$ cat src/design/dq_pkg.sv
// Shared types and codes for the double-ended queue.
`default_nettype none
package dq_pkg;

  // Action codes as carried on the input item
  typedef enum logic [2:0] {
    OP_PUSH_F = 3'd0,
    OP_PUSH_B = 3'd1,
    OP_POP_F  = 3'd2,
    OP_POP_B  = 3'd3,
    OP_LIST_F = 3'd4,
    OP_LIST_B = 3'd5
  } op_t;

  localparam logic [2:0] ACT_MAX = 3'd5;

  localparam logic [1:0] ST_OK    = 2'd0;
  localparam logic [1:0] ST_EMPTY = 2'd1;
  localparam logic [1:0] ST_FULL  = 2'd2;

  localparam int CQ_DEPTH = 2;
  localparam int RQ_DEPTH = 4;

  typedef struct packed {
    op_t         op;
    logic [31:0] value;
  } cmd_t;

  typedef struct packed {
    logic [31:0] item_value;
    logic [1:0]  status;
    logic        last;
  } res_t;

  typedef enum logic {
    BK_IDLE,
    BK_LIST
  } bk_state_t;

endpackage
`default_nettype wire

$ cat src/design/dq_front.sv
// Front end: accepts input items, decodes the action and queues commands.
`default_nettype none
module dq_front import dq_pkg::*; (
  input  wire                clk,
  input  wire                rst_n,
  input  wire                in_push,
  output logic               in_full,
  input  wire [2:0]          in_action,
  input  wire signed [31:0]  in_value,
  output logic               cq_vld,
  output cmd_t               cq_cmd,
  input  wire                cq_take
);

  localparam int PW = $clog2(CQ_DEPTH);
  localparam int NW = $clog2(CQ_DEPTH + 1);

  cmd_t          cq_mem_r [CQ_DEPTH];
  logic [PW-1:0] wptr_r, wptr_nxt;
  logic [PW-1:0] rptr_r, rptr_nxt;
  logic [NW-1:0] cnt_r, cnt_nxt;
  logic          enq, deq;

  assign in_full = (cnt_r == NW'(CQ_DEPTH));
  assign cq_vld  = (cnt_r != '0);
  assign cq_cmd  = cq_mem_r[rptr_r];

  // Drop undefined actions at the door: they cause nothing
  assign enq = in_push && !in_full && (in_action <= ACT_MAX);
  assign deq = cq_take && cq_vld;

  always_comb begin
    wptr_nxt = wptr_r;
    rptr_nxt = rptr_r;
    cnt_nxt  = cnt_r;
    if (enq) begin
      wptr_nxt = (wptr_r == PW'(CQ_DEPTH - 1)) ? '0 : wptr_r + PW'(1);
    end
    if (deq) begin
      rptr_nxt = (rptr_r == PW'(CQ_DEPTH - 1)) ? '0 : rptr_r + PW'(1);
    end
    priority if (enq && !deq) begin
      cnt_nxt = cnt_r + NW'(1);
    end else if (deq && !enq) begin
      cnt_nxt = cnt_r - NW'(1);
    end else begin
      cnt_nxt = cnt_r;
    end
  end

  always_ff @(posedge clk) begin
    if (!rst_n) begin
      wptr_r <= '0;
      rptr_r <= '0;
      cnt_r  <= '0;
    end else begin
      wptr_r <= wptr_nxt;
      rptr_r <= rptr_nxt;
      cnt_r  <= cnt_nxt;
    end
  end

  always_ff @(posedge clk) begin
    if (enq) begin
      cq_mem_r[wptr_r] <= '{op: op_t'(in_action), value: in_value};
    end
  end

endmodule
`default_nettype wire

$ cat src/design/dq_back.sv
// Back end: ring store, front pointer and occupancy; executes commands.
`default_nettype none
module dq_back import dq_pkg::*; #(
  parameter int DEPTH = 32
) (
  input  wire        clk,
  input  wire        rst_n,
  input  wire        cq_vld,
  input  cmd_t       cq_cmd,
  output logic       cq_take,
  input  wire [2:0]  rq_cnt,
  output logic       res_vld,
  output res_t       res
);

  localparam int AW = $clog2(DEPTH);
  localparam int CW = $clog2(DEPTH + 1);
  localparam int SW = CW + 1;

  logic [31:0]   mem [DEPTH];
  logic [31:0]   rdata_r;

  bk_state_t     state_r, state_nxt;
  logic [AW-1:0] front_r, front_nxt;
  logic [CW-1:0] occ_r, occ_nxt;
  logic [AW-1:0] pos_r, pos_nxt;
  logic [CW-1:0] left_r, left_nxt;
  logic          dir_r, dir_nxt;
  logic          rs_vld_r, rs_vld_nxt;
  logic          rs_rd_r, rs_rd_nxt;
  logic [1:0]    rs_status_r, rs_status_nxt;
  logic          rs_last_r, rs_last_nxt;

  logic          we, re;
  logic [AW-1:0] wa, ra;
  logic [31:0]   wd;
  logic          can_issue, is_full, is_empty;
  logic [SW-1:0] sum_fo;
  logic [AW-1:0] tail_pos, back_pos;

  function automatic logic [AW-1:0] wrap(input logic [SW-1:0] s);
    logic [SW-1:0] t;
    t = (s >= SW'(DEPTH)) ? s - SW'(DEPTH) : s;
    return t[AW-1:0];
  endfunction

  function automatic logic [AW-1:0] inc(input logic [AW-1:0] p);
    return (p == AW'(DEPTH - 1)) ? '0 : p + AW'(1);
  endfunction

  function automatic logic [AW-1:0] dec(input logic [AW-1:0] p);
    return (p == '0) ? AW'(DEPTH - 1) : p - AW'(1);
  endfunction

  // Hold back while the result queue could not absorb what is in flight
  assign can_issue = (rq_cnt + {2'b00, rs_vld_r}) < 3'(RQ_DEPTH);
  assign is_full   = (occ_r == CW'(DEPTH));
  assign is_empty  = (occ_r == '0);
  assign sum_fo    = SW'(front_r) + SW'(occ_r);
  assign tail_pos  = wrap(sum_fo);
  assign back_pos  = wrap(sum_fo - SW'(1));

  always_comb begin
    state_nxt     = state_r;
    front_nxt     = front_r;
    occ_nxt       = occ_r;
    pos_nxt       = pos_r;
    left_nxt      = left_r;
    dir_nxt       = dir_r;
    rs_vld_nxt    = 1'b0;
    rs_rd_nxt     = 1'b0;
    rs_status_nxt = ST_OK;
    rs_last_nxt   = 1'b1;
    we            = 1'b0;
    re            = 1'b0;
    wa            = tail_pos;
    ra            = front_r;
    wd            = cq_cmd.value;
    cq_take       = 1'b0;
    unique case (state_r)
      BK_IDLE: begin
        if (cq_vld && can_issue) begin
          cq_take    = 1'b1;
          rs_vld_nxt = 1'b1;
          unique case (cq_cmd.op)
            OP_PUSH_F, OP_PUSH_B: begin
              if (is_full) begin
                rs_status_nxt = ST_FULL;
              end else begin
                we      = 1'b1;
                occ_nxt = occ_r + CW'(1);
                if (cq_cmd.op == OP_PUSH_F) begin
                  wa        = dec(front_r);
                  front_nxt = dec(front_r);
                end
              end
            end
            OP_POP_F, OP_POP_B: begin
              if (is_empty) begin
                rs_status_nxt = ST_EMPTY;
              end else begin
                re        = 1'b1;
                rs_rd_nxt = 1'b1;
                occ_nxt   = occ_r - CW'(1);
                if (cq_cmd.op == OP_POP_F) begin
                  front_nxt = inc(front_r);
                end else begin
                  ra = back_pos;
                end
              end
            end
            OP_LIST_F, OP_LIST_B: begin
              if (is_empty) begin
                rs_status_nxt = ST_EMPTY;
              end else begin
                re          = 1'b1;
                rs_rd_nxt   = 1'b1;
                rs_last_nxt = (occ_r == CW'(1));
                dir_nxt     = (cq_cmd.op == OP_LIST_B);
                ra          = (cq_cmd.op == OP_LIST_B) ? back_pos : front_r;
                pos_nxt     = (cq_cmd.op == OP_LIST_B) ? dec(back_pos) : inc(front_r);
                left_nxt    = occ_r - CW'(1);
                if (occ_r != CW'(1)) begin
                  state_nxt = BK_LIST;
                end
              end
            end
            default: begin
              rs_vld_nxt = 1'b0;
            end
          endcase
        end
      end
      BK_LIST: begin
        // Walk the ring one entry per cycle while the result queue has room
        if (can_issue) begin
          re          = 1'b1;
          ra          = pos_r;
          rs_vld_nxt  = 1'b1;
          rs_rd_nxt   = 1'b1;
          rs_last_nxt = (left_r == CW'(1));
          pos_nxt     = dir_r ? dec(pos_r) : inc(pos_r);
          left_nxt    = left_r - CW'(1);
          if (left_r == CW'(1)) begin
            state_nxt = BK_IDLE;
          end
        end
      end
      default: begin
        state_nxt = BK_IDLE;
      end
    endcase
  end

  always_ff @(posedge clk) begin
    if (!rst_n) begin
      state_r  <= BK_IDLE;
      front_r  <= '0;
      occ_r    <= '0;
      pos_r    <= '0;
      left_r   <= '0;
      dir_r    <= 1'b0;
      rs_vld_r <= 1'b0;
    end else begin
      state_r  <= state_nxt;
      front_r  <= front_nxt;
      occ_r    <= occ_nxt;
      pos_r    <= pos_nxt;
      left_r   <= left_nxt;
      dir_r    <= dir_nxt;
      rs_vld_r <= rs_vld_nxt;
    end
  end

  always_ff @(posedge clk) begin
    rs_rd_r     <= rs_rd_nxt;
    rs_status_r <= rs_status_nxt;
    rs_last_r   <= rs_last_nxt;
  end

  always_ff @(posedge clk) begin
    if (we) begin
      mem[wa] <= wd;
    end
    if (re) begin
      rdata_r <= mem[ra];
    end
  end

  assign res_vld        = rs_vld_r;
  assign res.item_value = rs_rd_r ? rdata_r : 32'd0;
  assign res.status     = rs_status_r;
  assign res.last       = rs_last_r;

endmodule
`default_nettype wire

$ cat src/design/dq_resq.sv
// Result queue: buffers finished results for the output side.
`default_nettype none
module dq_resq import dq_pkg::*; (
  input  wire                clk,
  input  wire                rst_n,
  input  wire                res_vld,
  input  res_t               res,
  output logic [2:0]         rq_cnt,
  output logic               out_empty,
  input  wire                out_pop,
  output logic signed [31:0] out_item_value,
  output logic [1:0]         out_status,
  output logic               out_last
);

  localparam int PW = $clog2(RQ_DEPTH);

  res_t          rq_mem_r [RQ_DEPTH];
  logic [PW-1:0] wptr_r, wptr_nxt;
  logic [PW-1:0] rptr_r, rptr_nxt;
  logic [2:0]    cnt_r, cnt_nxt;
  logic          deq;
  res_t          head;

  assign out_empty      = (cnt_r == '0);
  assign deq            = out_pop && !out_empty;
  assign head           = rq_mem_r[rptr_r];
  assign out_item_value = $signed(head.item_value);
  assign out_status     = head.status;
  assign out_last       = head.last;
  assign rq_cnt         = cnt_r;

  always_comb begin
    wptr_nxt = res_vld ? wptr_r + PW'(1) : wptr_r;
    rptr_nxt = deq ? rptr_r + PW'(1) : rptr_r;
    priority if (res_vld && !deq) begin
      cnt_nxt = cnt_r + 3'd1;
    end else if (deq && !res_vld) begin
      cnt_nxt = cnt_r - 3'd1;
    end else begin
      cnt_nxt = cnt_r;
    end
  end

  always_ff @(posedge clk) begin
    if (!rst_n) begin
      wptr_r <= '0;
      rptr_r <= '0;
      cnt_r  <= '0;
    end else begin
      wptr_r <= wptr_nxt;
      rptr_r <= rptr_nxt;
      cnt_r  <= cnt_nxt;
    end
  end

  always_ff @(posedge clk) begin
    if (res_vld) begin
      rq_mem_r[wptr_r] <= res;
    end
  end

endmodule
`default_nettype wire

$ cat src/design/double_ended_queue.sv
// Double-ended queue of signed 32-bit values: top level.
// A push or pop result goes through the command queue, back-end registers and result queue.
// Throughput: one push or pop per cycle while the result queue has room; a listing of n values
// emits n results, one per cycle while there is room, as the single ring read port walks the entries.
// Reset clears the front pointer, occupancy and both command and result queues;
// store contents stay undefined until written, and no clearing pass runs.
`default_nettype none
module double_ended_queue import dq_pkg::*; #(
  parameter int DEPTH = 32
) (
  input  wire                clk,
  input  wire                rst_n,
  input  wire                in_push,
  output logic               in_full,
  input  wire [2:0]          in_action,
  input  wire signed [31:0]  in_value,
  output logic               out_empty,
  input  wire                out_pop,
  output logic signed [31:0] out_item_value,
  output logic [1:0]         out_status,
  output logic               out_last
);

  logic       cq_vld, cq_take, res_vld;
  cmd_t       cq_cmd;
  res_t       res;
  logic [2:0] rq_cnt;

  dq_front u_front (
    .clk       (clk),
    .rst_n     (rst_n),
    .in_push   (in_push),
    .in_full   (in_full),
    .in_action (in_action),
    .in_value  (in_value),
    .cq_vld    (cq_vld),
    .cq_cmd    (cq_cmd),
    .cq_take   (cq_take)
  );

  dq_back #(.DEPTH(DEPTH)) u_back (
    .clk     (clk),
    .rst_n   (rst_n),
    .cq_vld  (cq_vld),
    .cq_cmd  (cq_cmd),
    .cq_take (cq_take),
    .rq_cnt  (rq_cnt),
    .res_vld (res_vld),
    .res     (res)
  );

  dq_resq u_resq (
    .clk            (clk),
    .rst_n          (rst_n),
    .res_vld        (res_vld),
    .res            (res),
    .rq_cnt         (rq_cnt),
    .out_empty      (out_empty),
    .out_pop        (out_pop),
    .out_item_value (out_item_value),
    .out_status     (out_status),
    .out_last       (out_last)
  );

  a_rq_bound: assert property (@(posedge clk) disable iff (!rst_n)
    rq_cnt <= 3'(RQ_DEPTH))
    else $error("result queue overflow");

  a_take_valid: assert property (@(posedge clk) disable iff (!rst_n)
    cq_take |-> cq_vld)
    else $error("command taken from an empty queue");

  a_no_push_full: assert property (@(posedge clk) disable iff (!rst_n)
    (res_vld && rq_cnt == 3'(RQ_DEPTH)) |-> (out_pop && !out_empty))
    else $error("result written into a full queue");

  a_reset_empty: assert property (@(posedge clk)
    !rst_n |=> out_empty)
    else $error("results visible after reset");

endmodule
`default_nettype wire
$ cat config.mk
export PLATFORM = sky130hd
export DESIGN_NAME = double_ended_queue
export DESIGN_NICKNAME = d
export VERILOG_FILES = /design/src/design/dq_pkg.sv /design/src/design/dq_front.sv /design/src/design/dq_back.sv /design/src/design/dq_resq.sv /design/src/design/double_ended_queue.sv
export SDC_FILE = /design/constraint.sdc
export NUM_CORES = 2
export LEC_CHECK = 0
export BUFFER_PORTS_ARGS = -buffer_cell sky130_fd_sc_hd__buf_2
export CORE_ASPECT_RATIO = 0.8
export CORE_MARGIN = 3
export CORE_UTILIZATION = 39
export CTS_CLUSTER_DIAMETER = 80
export DETAILED_ROUTE_END_ITERATION = 12
export PLACE_DENSITY_LB_ADDON = 0.05
export SLEW_MARGIN = 15
export SYNTH_ARGS = -nofsm -noshare
export SYNTH_HDL_FRONTEND = slang
export SYNTH_SLANG_ARGS = --single-unit
$ cat constraint.sdc
create_clock -name clk -period 5.09 [get_ports clk]
set_input_delay 1.018 -clock clk [delete_from_list [all_inputs] [get_ports clk]]
set_output_delay 1.018 -clock clk [all_outputs]
set_load 0.02 [all_outputs]
Word level (Yosys, flattened, before mapping):

Memories as Yosys holds them, arrays and structs flattened. A register that Yosys moved wholly into a read port is not among the register bits.
Index checks and enable logic that the tools add are counted.

* register bits after elaboration: 40
* RAM bits: 1234
* input bits: 39
* word-level logic and storage cells: 187
* memories kept: 3

Memory list
* u_back.mem: depth 32, bits a word 32, rd ports 1, clocked after memory_dff 1, write ports 1, line dq_back.sv:20 `logic [31:0] mem [DEPTH];`
* u_resq.rq_mem_r: depth 4, bits a word 35, rd ports 1, clocked after memory_dff 1, write ports 1, line dq_resq.sv:18 `res_t rq_mem_r [RQ_DEPTH];`
* u_front.cq_mem_r: depth 2, bits a word 35, rd ports 1, clocked after memory_dff 1, write ports 1, line dq_front.sv:18 `cmd_t cq_mem_r [CQ_DEPTH];`

* $add $sub $neg: 21
* magnitude comparators: 4
* equal/unequal tests: 20
* multiplexer cells: 85
* bitwise gates (word level): 3
* reductions and logical operators: 35

Operators with widths (number)
* $mux W5: 28
* $pmux W5 S2: 4
* $mux W1: 33
* $mux W32: 1
* $mux W6: 5
* $sub A5 B1 Y5 const B: 5
* $pmux W6 S2: 2
* $logic_not A5 Y1: 3
* $ge A7 B6 Y1 const B: 2
* $eq A6 B1 Y1 const B: 2
* $sub A6 B1 Y6 const B: 2
* $add A5 B1 Y5 const B: 2
* $eq A5 B5 Y1 const B: 2
* $mux W2: 5
* $ne A2 B2 Y1 const B: 5
* $logic_and A1 B1 Y1: 9
* $pmux W1 S2: 4
* $reduce_and A4 Y1: 2
* $reduce_bool A2 Y1: 4
* $reduce_or A2 Y1: 4
* $add A5 B6 Y7: 1
* $reduce_and A7 Y1: 1
* $sub A7 B1 Y7 const B: 1
* $add A2 B1 Y2 const B: 3
* other kinds (24): 38

Logic depth before layout (Yosys ltp):

* word-level depth: 11
* gate-level depth with buffers: 15
* depth with buffers taken out: 12

Cells and area by module:

A second synthesis with hierarchy kept.

* cells, all modules: 3572
* area total of the unflattened synthesis: 52268.9 um^2

Modules (own cells, without submodules)
* dq_back: times used 1, cells each 3213, area an instance 43924.6 um^2, sequential area each 32291.0 um^2
* dq_resq: times used 1, cells each 225, area an instance 5570.3 um^2, sequential area each 4384.2 um^2
* dq_front: times used 1, cells each 134, area an instance 2773.9 um^2, sequential area each 2202.1 um^2

Least setup slack after synthesis:

Ideal clock, no wire load.

* path type: register -> register
* start point: register u_back.rs_vld_r (netlist: u_back.res_vld)
* end point: memory u_back.mem[11][0] (enable)
* arrival: 4.406 ns
* required time: 4.629 ns
* slack: 0.223 ns
* stages on the path, launching flop included: 11
* buffers on the path: 1
* clock period less this slack: 4.867 ns
* cells stage by stage: dfxtp_1 -> nand3_2 -> mux2i_2 -> nand2_2 -> nor3b_2 -> nand2_1 -> a21oi_1 -> a31oi_1 -> or2_2 -> clkbuf_1 -> nor3_1

* longest elaborated chain between the ends: 7
* elaborated cells on any way between the ends: 9
* those cells by class: 1 x add/sub; 1 x order compare; 6 x mux; 1 x reduce/logical

RTL lines
* start, declared: line dq_back.sv:29 `logic rs_vld_r, rs_vld_nxt;`
* start signal, assigned: line dq_back.sv:171 `rs_vld_r <= rs_vld_nxt;`
* $add A3 B1 Y3 *: line dq_back.sv:56 `assign can_issue = (rq_cnt + {2'b00, rs_vld_r}) < 3'(RQ_DEPTH);`
* $lt A3 B3 Y1 *: line dq_back.sv:56
* $logic_and A1 B1 Y1 *: line dq_back.sv:82 `if (cq_vld && can_issue) begin`
* $mux W1: line dq_back.sv:82
* $mux W1: line dq_back.sv:80 `unique case (state_r)`
* $mux W1: line dq_back.sv:182 `if (we) begin`
* $mux W1 (implied by the code): line dq_back.sv:183 `mem[wa] <= wd;`
* end, declared: line dq_back.sv:20

Every way passes the cells marked *; elsewhere a longest branch is shown, timed or not.

Final worst setup path:

* start point: register u_back.occ_r[0]
* end point: register u_back.rdata_r[19], read port of u_back.mem (data pin)

* longest elaborated chain between the ends: 9
* elaborated cells on any way between the ends: 17
* those cells by class: 3 x add/sub; 1 x order compare; 12 x mux; 1 x reduce/logical

RTL lines
* start, declared: line dq_back.sv:25 `logic [CW-1:0] occ_r, occ_nxt;`
* start signal, assigned: line dq_back.sv:167 `occ_r <= occ_nxt;`
* $add A5 B6 Y7: line dq_back.sv:59 `assign sum_fo = SW'(front_r) + SW'(occ_r);`
* $sub A7 B1 Y7: line dq_back.sv:61 `assign back_pos = wrap(sum_fo - SW'(1));`
* $ge A7 B6 Y1 or $sub A5 B1 Y5 (tied branches): line dq_back.sv:43 `t = (s >= SW'(DEPTH)) ? s - SW'(DEPTH) : s;`
* $mux W5: line dq_back.sv:43
* $mux W5 (on tied branches): line dq_back.sv:120, dq_back.sv:105
* $mux W5 (on tied branches): line dq_back.sv:113, dq_back.sv:99
* $pmux W5 S2: line dq_back.sv:85 `unique case (cq_cmd.op)`
* $mux W5: line dq_back.sv:82
* $pmux W5 S2: line dq_back.sv:80
* end, declared: line dq_back.sv:21 `logic [31:0] rdata_r;`

Several ways; a longest one is shown, not always the timed one.
A chain may end at the register's enable or synchronous reset.

==> impl_metrics.yaml <==
synthesis:
  synth_top_area_share_pct: 72.7
  synthTopCellsByCount: "1,266 x edfxtp_1, 513 x nand2_1, 232 x a211oi_1"
  syn_area_per_cell_um2: 15.0
  synth_area_mm2: 0.0523
  yosysUniqueCellTypes: 63
  synth_edf_count: 1266
  syn_nets: 3544
  yosysMostFrequentCell: "edfxtp_1"
  synth.area.top_cells: "edfxtp_1 73%, nand2_1 3.7%, a211oi_1 3.3%"
  netlist_instances: 3480
  yosysWarnings: 0
  synthFlopType: "edfxtp_1"
  yosysSeqAreaShare_pct: 74.4
  synthArstFlopShare_pct: 0
  synth-seq-cells: 1309
  yosysTopAreaCell: "edfxtp_1"
placement:
  io_buffers: 75
  pre_cts_slack_ps: 562
  dp_hpwl_um: 92800
  dp.cells: 5194
  place.gp.congestion: 0.799
clock_tree:
  holdBufCountCts: 0
  max-clock-path-buffers: 3
  post-cts-setup-buffers: 0
  numCtsBuffers: 140
  htree_num_levels: 4
  root_buffer: "clkbuf_16"
  cts.clk_slew.worst_paths_ps: 60
  worstSkewPairLatency_ps: 780
  tritoncts: "done"
  cts.repair.resized: 0
  clock-sinks: 1309
power_and_ir_drop:
  p_per_area_mw_per_mm2: 532
  ir_drop_uv: 372
  power_frac_seq_pct: 42.5
  p_clk_share_pct: 30.3
  p_sw_uw: 10500
  fin_total_pwr_uw: 31800
  leakage_uw: 0.0198
  comb_power_share_pct: 27.2
  p_sw_share_pct: 33.1
  p_int_uw: 21200
final_layout:
  fin_cells: 5446
  drive_gt1_share_pct: 15.2
  area_delta_synth_final_pct: 14.2
  final_net_count: 3646
hold_path:
  hold_path.class: "in -> reg"
sta:
  worst_pin_slew_ps: 1250
  hold_viol: 0
  fmax_mhz: 219
  rsz0062_at_grt: "false"
  fin_setup_tns_ps: 0
  min_period_over_period_pct: 89.8
  finClkSkew_ps: 21.7
  drv_slew: 0
  layout_min_cycle_time_ps: 4570
  setup_ws_ps: 519
  timing.hold.ws_ps: 434
  setup_viol: 0
  relSlewSlack_pct: 16.6
drt:
  post_drt_wl_per_cell_um: 29.4
  drc: 0
  drtIter0Drc: 3068
  totalWireLength_um: 160000
  antenna_left: 0
  via_per_inst: 5.81
  vias: 31615
  firstDrtPassIters: 5
worst_setup_path:
  cp.required_ps: 5610
  worst-path-max-fanout: 35
  slowest_delay_ps: 720
  crit_arrival_ps: 5090
  critPathKind: "reg -> reg"
  r2r_slack_ps: 520
  path_cells: "inv_1 > ha_1 > nor2b_1 > a211oi_2 > nand3_1 > nand3_4 > and2_4 > buf_4 > nand2_1 > a31oi_1 > o22ai_1 > nor4_1"
  endpoint_kind: "register"
  start_kind: "register"
  worst-path-buf-inv: 2
  cp_top_family: "simple AND/OR/NAND/NOR gates"
  crit_slowest_cell: "and2_4"
grt:
  grt_max_degree: 82
  track_usage_pct: 22.8
  grt_pass1_wl_um: 227000
  grt_pass1_vias: 30663
  antenna_found_initial: 13
  grt-ovfl-total: 0
floorplanning:
  core_mm2: 0.132
  start_util_pct: 39.5
  rows: 119
  fp.dieArea_mm2: 0.139
  die_w_um: 415
  die_h_um: 334
  io_pins: 76
run:
  cap_violations: 0
status:
  outcome: "finished clean"
## placed cells by master (no fill, tap or decap), drive strengths merged, types with 4 or more instances in the layout
cell type     n
edfxtp     1266
nand2       516
a211oi      233
and3        228
buf         223
clkbuf      171
a31oi       166
o22ai        98
nor3         75
clkinv       64
a311oi       62
and2         55
a21oi        52
dfxtp        43
mux2i        42
a22oi        41
mux4         37
nor2         35
mux2         33
inv          32
nor4         31
o21ai        28
ha           23
xnor2        22
nand3        17
xor2         16
or3           9
nor2b         8
nand2b        7
o21bai        6
a21boi        6
bufinv        5
nor3b         5
nand3b        4
o211a         4
a221oi        4
## worst paths after layout
path / start / end / cells after the start
worst max-delay path: u_back.occ_r[0] / u_back.rdata_r[19] / 12
worst min-delay path: in_value[12] / u_front.cq_mem_r[0][12] / 1
worst max register to register: u_back.occ_r[0] / u_back.rdata_r[19] / 12
worst min register to register: u_back.rs_status_r[1] / u_resq.rq_mem_r[3][2] / 0
## metal layers
layer | GRT usage, % | part of all wire [%] | vias up
li1 | - | - | 13858
met3 | 3.49 | 5.7 | 202
met4 | 5.49 | 1.9 | 2
met1 | 33.5 | 47 | 16552
met5 | 0 | 0.0081 | -
met2 | 35.8 | 46 | 1001
## logic make-up (layout without fill, tap and decap cells)
kind of cell             after synthesis  count (layout)  share of synthesized area (%)
other                                  0               2                              0
AO/OA/AOI/OAI                        715             715                           9.55
adder cells (fa/ha/maj)               25              25                          0.627
multiplexers                         112             112                           3.12
buffers and inverters                285             495                           2.45
AND/OR/NAND/NOR                      994             994                           9.18
flip-flops                          1309            1309                           74.4
XOR/XNOR                              40              40                          0.723
## stage by stage
| step | area [um^2] | util (%) |
|---|---|---|
| floorplan | 52300 | - |
| finish | 59700 | 45.1 |
| global route | 59700 | 45.1 |
| global placement | 55400 | 41.9 |
| CTS | 59700 | 45.1 |
| detailed placement | 55400 | 41.9 |
## power by group through the flow
stage	Sequential (uW)	Clock (uW)	Combinational, uW
5_1_grt	13500	10300	9320
2_1_floorplan	13400	0	5510
6_report	13500	9620	8650
3_5_place_dp	13700	0	8670
4_1_cts	13500	9840	8700
3_3_place_gp	13700	0	8590
## worst register-to-register path, delay by kind of cell, from the launching register on
family	cells	cell delay [ps]
simple gates	6	2090
compound gates	3	750
buf+inv	2	650
flops	1	500
fa+ha+maj	1	310
## final cells by class
cell class              count  area [um^2]
well taps                1754         2190
repair buffers            223         1870
fillers                 11579        72700
clock buffers             171         3660
flip-flops and latches   1309        38900
clock inverters            79          601
multi-input cells        1886        12400
inverters                  22         82.6
diodes                      2         5.00
## sequential cells by signal (all words and copies together), names as in the netlist, 2 cells and up, named ones only
name                cells
u_back.mem           1024
u_resq.rq_mem_r       140
u_front.cq_mem_r       70
u_back.rdata_r         32
u_back.left_r           6
u_back.occ_r            6
u_back.front_r          5
u_back.pos_r            5
u_resq.rq_cnt           3
u_back.rs_status_r      2
u_front.cnt_r           2
u_resq.rptr_r           2
u_resq.wptr_r           2
Power figures use the tool's default switching activity.
